<file path="config.mk">
export PLATFORM = sky130hd
export DESIGN_NAME = day_count_year_fraction_unit
export DESIGN_NICKNAME = d
export VERILOG_FILES = /design/src/rtl/dcyf_pkg.sv /design/src/rtl/day_count_year_fraction_unit.sv
export SDC_FILE = /design/constraint.sdc
export NUM_CORES = 2
export LEC_CHECK = 0
export BUFFER_PORTS_ARGS = -buffer_cell sky130_fd_sc_hd__buf_2
export CORE_MARGIN = 5
export CORE_UTILIZATION = 66
export DETAILED_ROUTE_END_ITERATION = 16
export GPL_ROUTABILITY_DRIVEN = 0
export PLACE_DENSITY = 0.83
export SYNTH_ARGS = -nofsm -noshare
export SYNTH_HDL_FRONTEND = slang
export SYNTH_SLANG_ARGS = --single-unit
</file>
<file path="constraint.sdc">
create_clock -name clk -period 12.67 [get_ports clk]
set_input_delay 2.534 -clock clk [delete_from_list [all_inputs] [get_ports clk]]
set_output_delay 2.534 -clock clk [all_outputs]
set_load 0.1 [all_outputs]
</file>
<file path="src/rtl/dcyf_pkg.sv">
// ----------------------------------------------------------------------------
// dcyf_pkg
// Shared types, constants and date helpers for the day count / year fraction
// unit: request and response structs, divisor constants and reciprocals.
// ----------------------------------------------------------------------------
package dcyf_pkg;

	// fixed point fraction bits of the year fraction
	localparam int unsigned FRAC_BITS = 32;

	localparam int unsigned YEAR_W  = 14;
	localparam int unsigned MONTH_W = 4;
	localparam int unsigned DAY_W   = 5;
	localparam int unsigned COUNT_W = 22;
	localparam int unsigned YFRAC_W = 46;

	// width of the per-divisor fraction step constant, 2^FRAC_BITS / 360 < 2^(FRAC_BITS-8)
	localparam int unsigned K_W = FRAC_BITS - 8;

	localparam logic [COUNT_W-1:0] DAYS_MAX = '1;
	localparam logic [YFRAC_W-1:0] FRAC_MAX = '1;

	// divisors and rounding offsets (half the divisor)
	localparam logic [8:0] DIV_ACT  = 9'd365;
	localparam logic [8:0] DIV_30   = 9'd360;
	localparam logic [8:0] HALF_ACT = 9'd182;
	localparam logic [8:0] HALF_30  = 9'd180;

	// count / divisor by reciprocal, exact for a 22-bit count
	localparam int unsigned Q_SHIFT = 31;
	localparam int unsigned QMUL_W  = 23;
	localparam logic [QMUL_W-1:0] Q_MUL_ACT =
		QMUL_W'(((64'd1 << Q_SHIFT) + 64'd364) / 64'd365);
	localparam logic [QMUL_W-1:0] Q_MUL_30 =
		QMUL_W'(((64'd1 << Q_SHIFT) + 64'd359) / 64'd360);

	// small remainder term / divisor by reciprocal, exact below 2^18
	localparam int unsigned T_SHIFT = 27;
	localparam int unsigned TMUL_W  = 19;
	localparam logic [TMUL_W-1:0] T_MUL_ACT =
		TMUL_W'(((64'd1 << T_SHIFT) + 64'd364) / 64'd365);
	localparam logic [TMUL_W-1:0] T_MUL_30 =
		TMUL_W'(((64'd1 << T_SHIFT) + 64'd359) / 64'd360);

	// 2^FRAC_BITS = div * K + R0
	localparam logic [63:0] K_ACT  = (64'd1 << FRAC_BITS) / 64'd365;
	localparam logic [63:0] K_30   = (64'd1 << FRAC_BITS) / 64'd360;
	localparam logic [63:0] R0_ACT = (64'd1 << FRAC_BITS) % 64'd365;
	localparam logic [63:0] R0_30  = (64'd1 << FRAC_BITS) % 64'd360;

	// year / 100 by reciprocal, exact for any 14-bit year
	localparam int unsigned Y100_SHIFT = 21;
	localparam logic [14:0] Y100_MUL   = 15'd20972;

	typedef enum logic {
		CONV_ACT365 = 1'b0,
		CONV_30360  = 1'b1
	} conv_t;

	typedef struct packed {
		logic [YEAR_W-1:0]  start_year;
		logic [MONTH_W-1:0] start_month;
		logic [DAY_W-1:0]   start_day;
		logic [YEAR_W-1:0]  end_year;
		logic [MONTH_W-1:0] end_month;
		logic [DAY_W-1:0]   end_day;
		conv_t              convention;
	} dcyf_req_t;

	typedef struct packed {
		logic [COUNT_W-1:0] day_count;
		logic [YFRAC_W-1:0] year_fraction;
	} dcyf_rsp_t;

	typedef struct packed {
		logic [YEAR_W-1:0]  year;
		logic [MONTH_W-1:0] month;
		logic [DAY_W-1:0]   day;
	} date_t;

	// days before the month, no leap day; months above twelve act as a full year
	function automatic logic [8:0] cum_days(input logic [MONTH_W-1:0] m);
		logic [8:0] n;
		case (m)
			4'd0:    n = 9'd0;
			4'd1:    n = 9'd0;
			4'd2:    n = 9'd31;
			4'd3:    n = 9'd59;
			4'd4:    n = 9'd90;
			4'd5:    n = 9'd120;
			4'd6:    n = 9'd151;
			4'd7:    n = 9'd181;
			4'd8:    n = 9'd212;
			4'd9:    n = 9'd243;
			4'd10:   n = 9'd273;
			4'd11:   n = 9'd304;
			4'd12:   n = 9'd334;
			default: n = 9'd365;
		endcase
		return n;
	endfunction

	// serial day number: 365*y + leap years below y + day of year
	function automatic logic [22:0] day_number(
		input logic [YEAR_W-1:0]  y,
		input logic [MONTH_W-1:0] m,
		input logic [DAY_W-1:0]   d,
		input logic [7:0]         q100
	);
		logic        div100;
		logic        div400;
		logic        leap;
		logic [13:0] m100;
		logic [12:0] c4;
		logic [7:0]  c100;
		logic [5:0]  c400;
		logic [12:0] lb;
		logic [8:0]  doy;
		m100   = 14'({6'b0, q100} * 14'd100);
		div100 = (m100 == y);
		div400 = div100 && (q100[1:0] == 2'b00);
		leap   = (y[1:0] == 2'b00) && (!div100 || div400);
		c4     = 13'((15'(y) + 15'd3) >> 2);
		c100   = q100 + 8'(!div100);
		c400   = q100[7:2] + 6'(!div400);
		lb     = c4 - 13'(c100) + 13'(c400);
		doy    = cum_days(m) + 9'(d) + 9'((m > 4'd2) && leap);
		return 23'(y) * 23'd365 + 23'(lb) + 23'(doy);
	endfunction

endpackage

</file>
<file path="src/rtl/day_count_year_fraction_unit.sv">
// a request passes through nine pipeline registers on its way to rsp_valid
// throughput: one request per cycle while rsp_stall is low; every stage holds one request and moves when the
// stage after it is empty or moving, so rsp_stall ripples back to req_stall in the same cycle
// reset: arst_n clears the stage valid bits only; payload registers are not reset
// ----------------------------------------------------------------------------
// day_count_year_fraction_unit
// Day count and rounded fixed point year fraction between two dates under
// Actual/365 Fixed or 30/360, with closed-form leap year counting.
// ----------------------------------------------------------------------------
module day_count_year_fraction_unit (
	input  logic                 clk,
	input  logic                 arst_n,
	input  logic                 req_valid,
	output logic                 req_stall,
	input  dcyf_pkg::dcyf_req_t  req_data,
	output logic                 rsp_valid,
	input  logic                 rsp_stall,
	output dcyf_pkg::dcyf_rsp_t  rsp_data
);
	import dcyf_pkg::*;

	localparam int unsigned NSTG = 9;
	localparam int unsigned QW   = 14;
	localparam int unsigned VW   = QW + FRAC_BITS;

	// pipeline control
	logic [NSTG-1:0] vld_q;
	logic [NSTG-1:0] vld_d;
	logic [NSTG-1:0] vld_in;
	logic [NSTG-1:0] adv;

	// stage payloads
	dcyf_req_t            req_s1;
	date_t                lo_s2, hi_s2, lo_s3, hi_s3;
	conv_t                conv_s2, conv_s3, conv_s4, conv_s5, conv_s6, conv_s7, conv_s8;
	logic [7:0]           q100lo_s3, q100hi_s3;
	logic signed [23:0]   d360_s3, d360_s4;
	logic [22:0]          dnlo_s4, dnhi_s4;
	logic [COUNT_W-1:0]   count_s5, count_s6, count_s7, count_s8;
	logic [QW-1:0]        q_s6, q_s7, q_s8;
	logic [8:0]           r_s7;
	logic [FRAC_BITS-1:0] rk_s8;
	logic [17:0]          t_s8;
	dcyf_rsp_t            rsp_q;

	// combinational per stage
	logic               swap;
	date_t              lo_d, hi_d;
	logic [28:0]        p100lo, p100hi;
	logic [DAY_W-1:0]   d0a, d1a;
	logic signed [23:0] dy24, dm24, dd24, d360_d;
	logic signed [23:0] days_act, days_sel;
	logic [COUNT_W-1:0] count_d;
	logic [QMUL_W-1:0]  qmul;
	logic [44:0]        qprod;
	logic [8:0]         div_sel;
	logic [21:0]        qd;
	logic [K_W-1:0]     k_sel;
	logic [8:0]         r0_sel, half_sel;
	logic [K_W+8:0]     rk_full;
	logic [17:0]        t_d;
	logic [TMUL_W-1:0]  tmul;
	logic [36:0]        tprod;
	logic [8:0]         u;
	logic [FRAC_BITS-1:0] frac;
	logic [VW-1:0]      v;
	logic [63:0]        v64;
	dcyf_rsp_t          rsp_d;

	// ready chain: a stage moves when it is empty or the next one moves
	always_comb begin
		adv[NSTG-1] = !vld_q[NSTG-1] || !rsp_stall;
		for (int k = NSTG - 2; k >= 0; k--) begin
			adv[k] = !vld_q[k] || adv[k+1];
		end
		vld_in = {vld_q[NSTG-2:0], req_valid};
		vld_d  = (adv & vld_in) | (~adv & vld_q);
	end

	always_ff @(posedge clk or negedge arst_n) begin
		if (!arst_n) begin
			vld_q <= '0;
		end else begin
			vld_q <= vld_d;
		end
	end

	assign req_stall = !adv[0];
	assign rsp_valid = vld_q[NSTG-1];
	assign rsp_data  = rsp_q;

	// stage 1: request register
	always_ff @(posedge clk) begin
		if (adv[0]) begin
			req_s1 <= req_data;
		end
	end

	// stage 2: order the two dates
	always_comb begin
		swap = (req_s1.start_year > req_s1.end_year) ||
		       ((req_s1.start_year == req_s1.end_year) &&
		        (req_s1.start_month > req_s1.end_month)) ||
		       ((req_s1.start_year == req_s1.end_year) &&
		        (req_s1.start_month == req_s1.end_month) &&
		        (req_s1.start_day > req_s1.end_day));
		if (swap) begin
			lo_d = '{req_s1.end_year, req_s1.end_month, req_s1.end_day};
			hi_d = '{req_s1.start_year, req_s1.start_month, req_s1.start_day};
		end else begin
			lo_d = '{req_s1.start_year, req_s1.start_month, req_s1.start_day};
			hi_d = '{req_s1.end_year, req_s1.end_month, req_s1.end_day};
		end
	end

	always_ff @(posedge clk) begin
		if (adv[1]) begin
			lo_s2   <= lo_d;
			hi_s2   <= hi_d;
			conv_s2 <= req_s1.convention;
		end
	end

	// stage 3: year / 100 and the 30/360 count
	always_comb begin
		p100lo = 29'(lo_s2.year) * 29'(Y100_MUL);
		p100hi = 29'(hi_s2.year) * 29'(Y100_MUL);
		d0a    = (lo_s2.day == 5'd31) ? 5'd30 : lo_s2.day;
		d1a    = ((hi_s2.day == 5'd31) && (d0a == 5'd30)) ? 5'd30 : hi_s2.day;
		dy24   = signed'(24'(hi_s2.year)) - signed'(24'(lo_s2.year));
		dm24   = signed'(24'(hi_s2.month)) - signed'(24'(lo_s2.month));
		dd24   = signed'(24'(d1a)) - signed'(24'(d0a));
		d360_d = dy24 * 24'sd360 + dm24 * 24'sd30 + dd24;
	end

	always_ff @(posedge clk) begin
		if (adv[2]) begin
			lo_s3     <= lo_s2;
			hi_s3     <= hi_s2;
			q100lo_s3 <= p100lo[Y100_SHIFT +: 8];
			q100hi_s3 <= p100hi[Y100_SHIFT +: 8];
			d360_s3   <= d360_d;
			conv_s3   <= conv_s2;
		end
	end

	// stage 4: serial day numbers of both dates
	always_ff @(posedge clk) begin
		if (adv[3]) begin
			dnlo_s4 <= day_number(lo_s3.year, lo_s3.month, lo_s3.day, q100lo_s3);
			dnhi_s4 <= day_number(hi_s3.year, hi_s3.month, hi_s3.day, q100hi_s3);
			d360_s4 <= d360_s3;
			conv_s4 <= conv_s3;
		end
	end

	// stage 5: pick convention and clamp the count
	always_comb begin
		days_act = signed'(24'(dnhi_s4)) - signed'(24'(dnlo_s4));
		days_sel = (conv_s4 == CONV_30360) ? d360_s4 : days_act;
		if (days_sel < 24'sd0) begin
			count_d = '0;
		end else if (days_sel > signed'(24'(DAYS_MAX))) begin
			count_d = DAYS_MAX;
		end else begin
			count_d = days_sel[COUNT_W-1:0];
		end
	end

	always_ff @(posedge clk) begin
		if (adv[4]) begin
			count_s5 <= count_d;
			conv_s5  <= conv_s4;
		end
	end

	// stage 6: whole years, count / divisor by reciprocal
	always_comb begin
		qmul  = (conv_s5 == CONV_30360) ? Q_MUL_30 : Q_MUL_ACT;
		qprod = 45'(count_s5) * 45'(qmul);
	end

	always_ff @(posedge clk) begin
		if (adv[5]) begin
			q_s6     <= qprod[Q_SHIFT +: QW];
			count_s6 <= count_s5;
			conv_s6  <= conv_s5;
		end
	end

	// stage 7: remainder of the division
	always_comb begin
		div_sel = (conv_s6 == CONV_30360) ? DIV_30 : DIV_ACT;
		qd      = 22'(q_s6) * 22'(div_sel);
	end

	always_ff @(posedge clk) begin
		if (adv[6]) begin
			r_s7     <= 9'(count_s6 - qd);
			q_s7     <= q_s6;
			count_s7 <= count_s6;
			conv_s7  <= conv_s6;
		end
	end

	// stage 8: r * 2^F = div * (r * K) + r * R0, split into two products
	always_comb begin
		k_sel    = (conv_s7 == CONV_30360) ? K_30[K_W-1:0] : K_ACT[K_W-1:0];
		r0_sel   = (conv_s7 == CONV_30360) ? R0_30[8:0] : R0_ACT[8:0];
		half_sel = (conv_s7 == CONV_30360) ? HALF_30 : HALF_ACT;
		rk_full  = {9'b0, k_sel} * {{K_W{1'b0}}, r_s7};
		t_d      = 18'(r_s7) * 18'(r0_sel) + 18'(half_sel);
	end

	always_ff @(posedge clk) begin
		if (adv[7]) begin
			rk_s8    <= rk_full[FRAC_BITS-1:0];
			t_s8     <= t_d;
			q_s8     <= q_s7;
			count_s8 <= count_s7;
			conv_s8  <= conv_s7;
		end
	end

	// stage 9: rounded fraction, join with whole years and saturate
	always_comb begin
		tmul  = (conv_s8 == CONV_30360) ? T_MUL_30 : T_MUL_ACT;
		tprod = 37'(t_s8) * 37'(tmul);
		u     = tprod[T_SHIFT +: 9];
		frac  = rk_s8 + {{(FRAC_BITS-9){1'b0}}, u};
		v     = {q_s8, frac};
		v64   = 64'(v);
		rsp_d.day_count = count_s8;
		if (v64 > 64'(FRAC_MAX)) begin
			rsp_d.year_fraction = FRAC_MAX;
		end else begin
			rsp_d.year_fraction = v64[YFRAC_W-1:0];
		end
	end

	always_ff @(posedge clk) begin
		if (adv[NSTG-1]) begin
			rsp_q <= rsp_d;
		end
	end

	// a full pipeline under a stalled response takes no request
	a_full_stall: assert property (@(posedge clk) disable iff (!arst_n)
		(&vld_q) && rsp_stall |-> req_stall)
		else $error("request taken while pipeline full and response stalled");

	// an accepted request lands in the first stage
	a_load: assert property (@(posedge clk) disable iff (!arst_n)
		req_valid && !req_stall |=> vld_q[0])
		else $error("accepted request lost at first stage");

	// zero days gives a zero fraction
	a_zero: assert property (@(posedge clk) disable iff (!arst_n)
		rsp_valid && (rsp_data.day_count == '0) |-> (rsp_data.year_fraction == '0))
		else $error("nonzero year fraction for zero days");

	// under 360 days the fraction stays below one
	a_below_one: assert property (@(posedge clk) disable iff (!arst_n)
		rsp_valid && (rsp_data.day_count < 22'd360) |->
		(64'(rsp_data.year_fraction) < (64'd1 << FRAC_BITS)))
		else $error("year fraction of one or more for under 360 days");

endmodule

</file>
# Word level (Yosys, flattened, before mapping)
# Memories as Yosys holds them, arrays and structs flattened. A register that Yosys moved wholly into a read port is not among the register bits.
# Cells that the tools add are included.
# classes
addsub	27
n_mul	13
div_mod_pow	0
n_lt_le_gt_ge	7
eq_ne	7
shifts	0
n_mux	16
bitwise	4
n_reduce_logical	42
# ops
operator	n
multiplier 14 x 13 -> 27 bit (second input constant)	2
adder 23 x 13 -> 23 bit	2
adder 23 x 9 -> 23 bit	2
multiplier 14 x 9 -> 23 bit (second input constant)	2
2-to-1 mux 23 bit	2
multiplier 22 x 23 -> 45 bit	1
equality test 14 bit	3
multiplier 18 x 19 -> 36 bit	1
adder 32 x 9 -> 32 bit	1
multiplier 24 x 9 -> 32 bit	1
adder 14 x 2 -> 15 bit (second input constant)	2
2-to-1 mux 9 bit	3
adder 13 x 6 -> 13 bit	2
subtractor 13 x 8 -> 13 bit	2
adder 24 x 11 -> 24 bit	1
adder 24 x 6 -> 24 bit	1
> comparator 24 x 23 -> 1 bit (second input constant)	1
less-than comparator 24 x 1 -> 1 bit (second input constant)	1
multiplier 8 x 5 -> 12 bit (second input constant)	2
2-to-1 mux 24 bit	1
subtractor 23 x 23 -> 24 bit	1
2-to-1 mux 22 bit	1
multiplier 15 x 7 -> 21 bit (second input constant)	1
2-to-1 mux 19 bit	1
other kinds (31)	79
# totals
reg_bits	522
latchBits	0
ram_bits	0
rom_bits	288
input_bits	51
word_cells	163
mem_count	2
# memory_table
memory	words	word_bits	read_ports	rd_ports_with_merged_regs	write_ports	line_no	rtl
(name not given)	16	9	1	1	0	dcyf_pkg.sv:84	case (m)
(name not given)	16	9	1	1	0	dcyf_pkg.sv:84	

# Logic depth before layout (Yosys ltp)
# logic_depth
depth_word	13
depth_mapped	48
mapped_depth_nobuf	48

# Worst setup path after synthesis
# No wires, ideal clock.
# synth_timing
path_type	input to output
start	in rsp_stall
end	out req_stall
t_arrival_ns	7.730
t_required_ns	10.136
setup_slack_ns	2.406
stages	6
n_path_buf	0
path_cell_list	and3_1 -> and3_1 -> nand3_1 -> nor2_1 -> nand3_1 -> inv_1
# synth_via
elab_chain_cells	11
# synth_rtl
item	line_no	rtl
start: declaration	day_count_year_fraction_unit.sv:17	input logic rsp_stall,
zero test 1 bit	day_count_year_fraction_unit.sv:72	adv[NSTG-1] = !vld_q[NSTG-1] || !rsp_stall;
logical OR 1 bit	day_count_year_fraction_unit.sv:72	
logical OR 1 bit (8 in a row)	day_count_year_fraction_unit.sv:74	adv[k] = !vld_q[k] || adv[k+1];
zero test 1 bit	day_count_year_fraction_unit.sv:88	assign req_stall = !adv[0];
end: declaration	day_count_year_fraction_unit.sv:14	output logic req_stall,
# No other way between the ends.

# Worst setup path in the final report
# layout_timing
start	reg q100hi_s3[1]
end	reg dnhi_s4[22] (data pin)
# layout_via
elab_chain_cells	8
word_cells_on_any_way	16
classes_between	add/sub: 7; mul: 1; eq/ne: 1; reduce/logical: 7
# layout_rtl
item	line_no	rtl
start: declaration	day_count_year_fraction_unit.sv:36	logic [7:0] q100lo_s3, q100hi_s3;
start signal: assignment	day_count_year_fraction_unit.sv:141	q100hi_s3 <= p100hi[Y100_SHIFT +: 8];
multiplier 8 x 5 -> 12 bit	dcyf_pkg.sv:119	m100 = 14'({6'b0, q100} * 14'd100);
equality test 14 bit	dcyf_pkg.sv:120	div100 = (m100 == y);
zero test 1 bit or logical AND 1 bit (tied branches)	dcyf_pkg.sv:122, dcyf_pkg.sv:124, dcyf_pkg.sv:121	
adder 8 x 1 -> 8 bit (tied with other cells)	dcyf_pkg.sv:124	c100 = q100 + 8'(!div100);
subtractor 13 x 8 -> 13 bit (tied with other cells)	dcyf_pkg.sv:126	lb = c4 - 13'(c100) + 13'(c400);
adder 13 x 6 -> 13 bit or logical AND 1 bit (tied branches)	dcyf_pkg.sv:126, dcyf_pkg.sv:127	
adder 23 x 13 -> 23 bit or adder 9 x 1 -> 9 bit (tied branches)	dcyf_pkg.sv:128, dcyf_pkg.sv:127	
adder 23 x 9 -> 23 bit *	dcyf_pkg.sv:128	return 23'(y) * 23'd365 + 23'(lb) + 23'(doy);
end signal: assignment	day_count_year_fraction_unit.sv:151	dnhi_s4 <= day_number(hi_s3.year, hi_s3.month, hi_s3.day, q100hi_s3);
end: declaration	day_count_year_fraction_unit.sv:38	logic [22:0] dnlo_s4, dnhi_s4;
# Mark *: on every way between the ends. The rest lies on a longest branch, timed or not.
# A chain may end at the register's enable or synchronous reset.

==> results.md <==
- Antenna Cells: 0
- Layout area overhead: 6.26%
- HP Class: reg -> reg
- Result of the run: finished clean
- Synth Net Count: 8045
- CTS root buf: clkbuf_16
- Initial Utilization: 0.667
- Top FF cell, synth: edfxtp_1
- Largest net degree at the start of global routing: 88
- CTS Hold Buffers Added: 0
- Hold slack: 0.384 ns
- Post-synth ARST share: 0.0167
- Worst Setup Start Kind: register
- Max-cap violations: 0
- Pins Over Slew Limit: 0
- Die ar.: 106000 µm²
- Core area: 98700 µm²
- H-tree depth reported by CTS: 2
- Hold wc startpoint: d360_s3[22]
- Worst EP arrival: roughly 11 ns
- Synth unique cells: 80
- Global Route Usage Sum: 0.262
- #FFs+latches synth: ~540
- Final #Nets: 8182
- Clock Path Buffers: 3
- Site Rows: 115
- Final period util: 0.849
- Critical path class: reg -> reg
- Clk_skew: 0.0482 ns
- Wire length per cell: about 18 µm
- Setup TNS: 0 ns
- Hold-critical path depth: 0
- Top-area cell type share of the netlist area: 0.263
- Via-to-Cell Ratio: 5.60
- Top cells by count, synth: inv_1 (1503), ha_1 (1201), fa_1 (865)
- Unrepaired setup endpoints after global routing: no
- GRT overflow: 0
- Sink Count: 539
- DRC Markers: 0
- Die width: approximately 330 µm
- CP peak stage delay: 0.59 ns
- First-pass GRT wire length: 226000 µm
- Worst EP required: 13.16 ns
- Via count: 41400
- CTS tree: yes
- Worst Path Max Fanout: 6
- DP Wirelength: 113000 µm
- Total wire length: 135000 µm
- YS warnings: 0
- Post_cts resized: 0
- F_max: 0.0930 GHz
- Die height: 326 µm
- Slowest cell on the critical path: or4_1
- Crit path top cell by count: ha_1
- Synthesized area: about 66000 µm²
- Iteration-0 DRC count of the detailed router: 2138
- Clk slew on worst S/H paths: 0.06 ns
- R2r setup slk: 1.92 ns
- Vias in the first global route: around 45000
- Synth area leader: fa_1
- Number of port buffers: 120
- Delay-heaviest family, CP: adder cells
- Synth Instances: 5928
- Clock latency on the worst-skew pair: 0.66 ns
- Register area share after synthesis: 0.243
- CTS Buf Count: 57
- Drt first pass iters: 5
- Synth area leaders: fa_1 (26%), edfxtp_1 (23%), ha_1 (23%)
- Final Setup Violations: 0
- Minimum clock period: 10.75 ns
- Initial antenna violation count: 2
- Layout cells sized above 1: 0.0561
- Crit path buffers/inverters: 4
- Worst r2r path cells: between 40 and 50
- Final ANT Viol Nets: 0
- Hold endpoint: d360_s4[22]
- Slew margin rel.: 0.122
- I/O pin cnt: between 100 and 150
- Slew of the pin with the lowest slew margin: 1.28 ns
- R2r startpoint: q100hi_s3[1]
- Most frequent cell after synthesis: inv_1
- Avg Cell Area, Syn: between 10 and 15 µm²
- Setup crit end kind: register
- Post-synth EDFFs: 512
- Post-CTS Setup Inserts: 0
- Final hold viol count: 0
- R2R Path End: dnhi_s4[22]
[sequential cells by signal, indices dropped and copies added (netlist names), 17 cells and up, named ones only]
register	flops
req_s1	47
count_s6	22
t_s8	17
dnlo_s4	23
rk_s8	32
count_s5	22
hi_s2	23
count_s7	22
rsp_data	68
lo_s3	23
dnhi_s4	23
hi_s3	23
d360_s3	24
lo_s2	23
count_s8	22
d360_s4	24
[routing by layer]
layer	wire length (µm)	vias up	global-route usage	part of all wire
met1	53100	20500	0.324	0.39
met5	23	-	0	0.00017
met4	6960	4	0.111	0.051
met2	68300	1145	0.466	0.51
li1	-	19500	-	-
met3	6750	358	0.0315	0.050
[metrics by stage]
stage	cell area, µm²	worst slack (ns)	util	std cells
after floorplan	65800	2.41	-	5928
after global placement	67900	2.26	0.688	7293
after detailed placement	67900	2.07	0.688	7293
after CTS	69900	1.98	0.708	7401
after global routing	69900	1.31	0.708	7401
final	69900	1.92	0.708	7401
[cell usage in the layout, fill, tap and decap left out, types with 83 or more instances in the layout]
master    Yosys  routed
a21o_1       90      90
a21oi_1     203     202
buf_2         5     120
edfxtp_1    512     512
fa_1        865     865
ha_1       1201    1201
inv_1      1503    1501
nand2_1     137     134
nor2_1      165     165
nor2b_1      83      83
xnor2_1     273     272
xor2_1      105     105
[logic make-up (layout without fill, tap and decap cells)]
group | after synthesis | in the layout | share of synthesized area
simple gates | 712 | 712 | 0.0549
flops | 539 | 539 | 0.243
compound gates | 608 | 608 | 0.0603
buf+inv | 1558 | 1744 | 0.0893
xor+xnor | 378 | 378 | 0.0503
other cells | 1 | 1 | 0.0000570
mux | 66 | 66 | 0.0110
fa+ha+maj | 2066 | 2066 | 0.492
[final cells by class]
cell class	instances	area (µm²)
clock inverter	42	470
multi-input combinational	3831	44000
fill	6584	28800
timing repair buffer	133	698
clock buffer	66	1530
sequential	539	16000
inverter	1503	5650
tap	1287	1610
[worst max path at each step]
stage,startpoint,to,cells past startpoint
floorplan,rsp_stall,req_stall,6
global placement,q100hi_s3[2],dnhi_s4[22],42
detailed placement,q100hi_s3[2],dnhi_s4[22],42
CTS,q100hi_s3[1],dnhi_s4[22],42
global route,q100hi_s3[1],dnhi_s4[22],42
finish,q100hi_s3[1],dnhi_s4[22],42
Power is not shown: default switching activity piles up to over one toggle a cycle in this logic, so the estimate is an artifact.
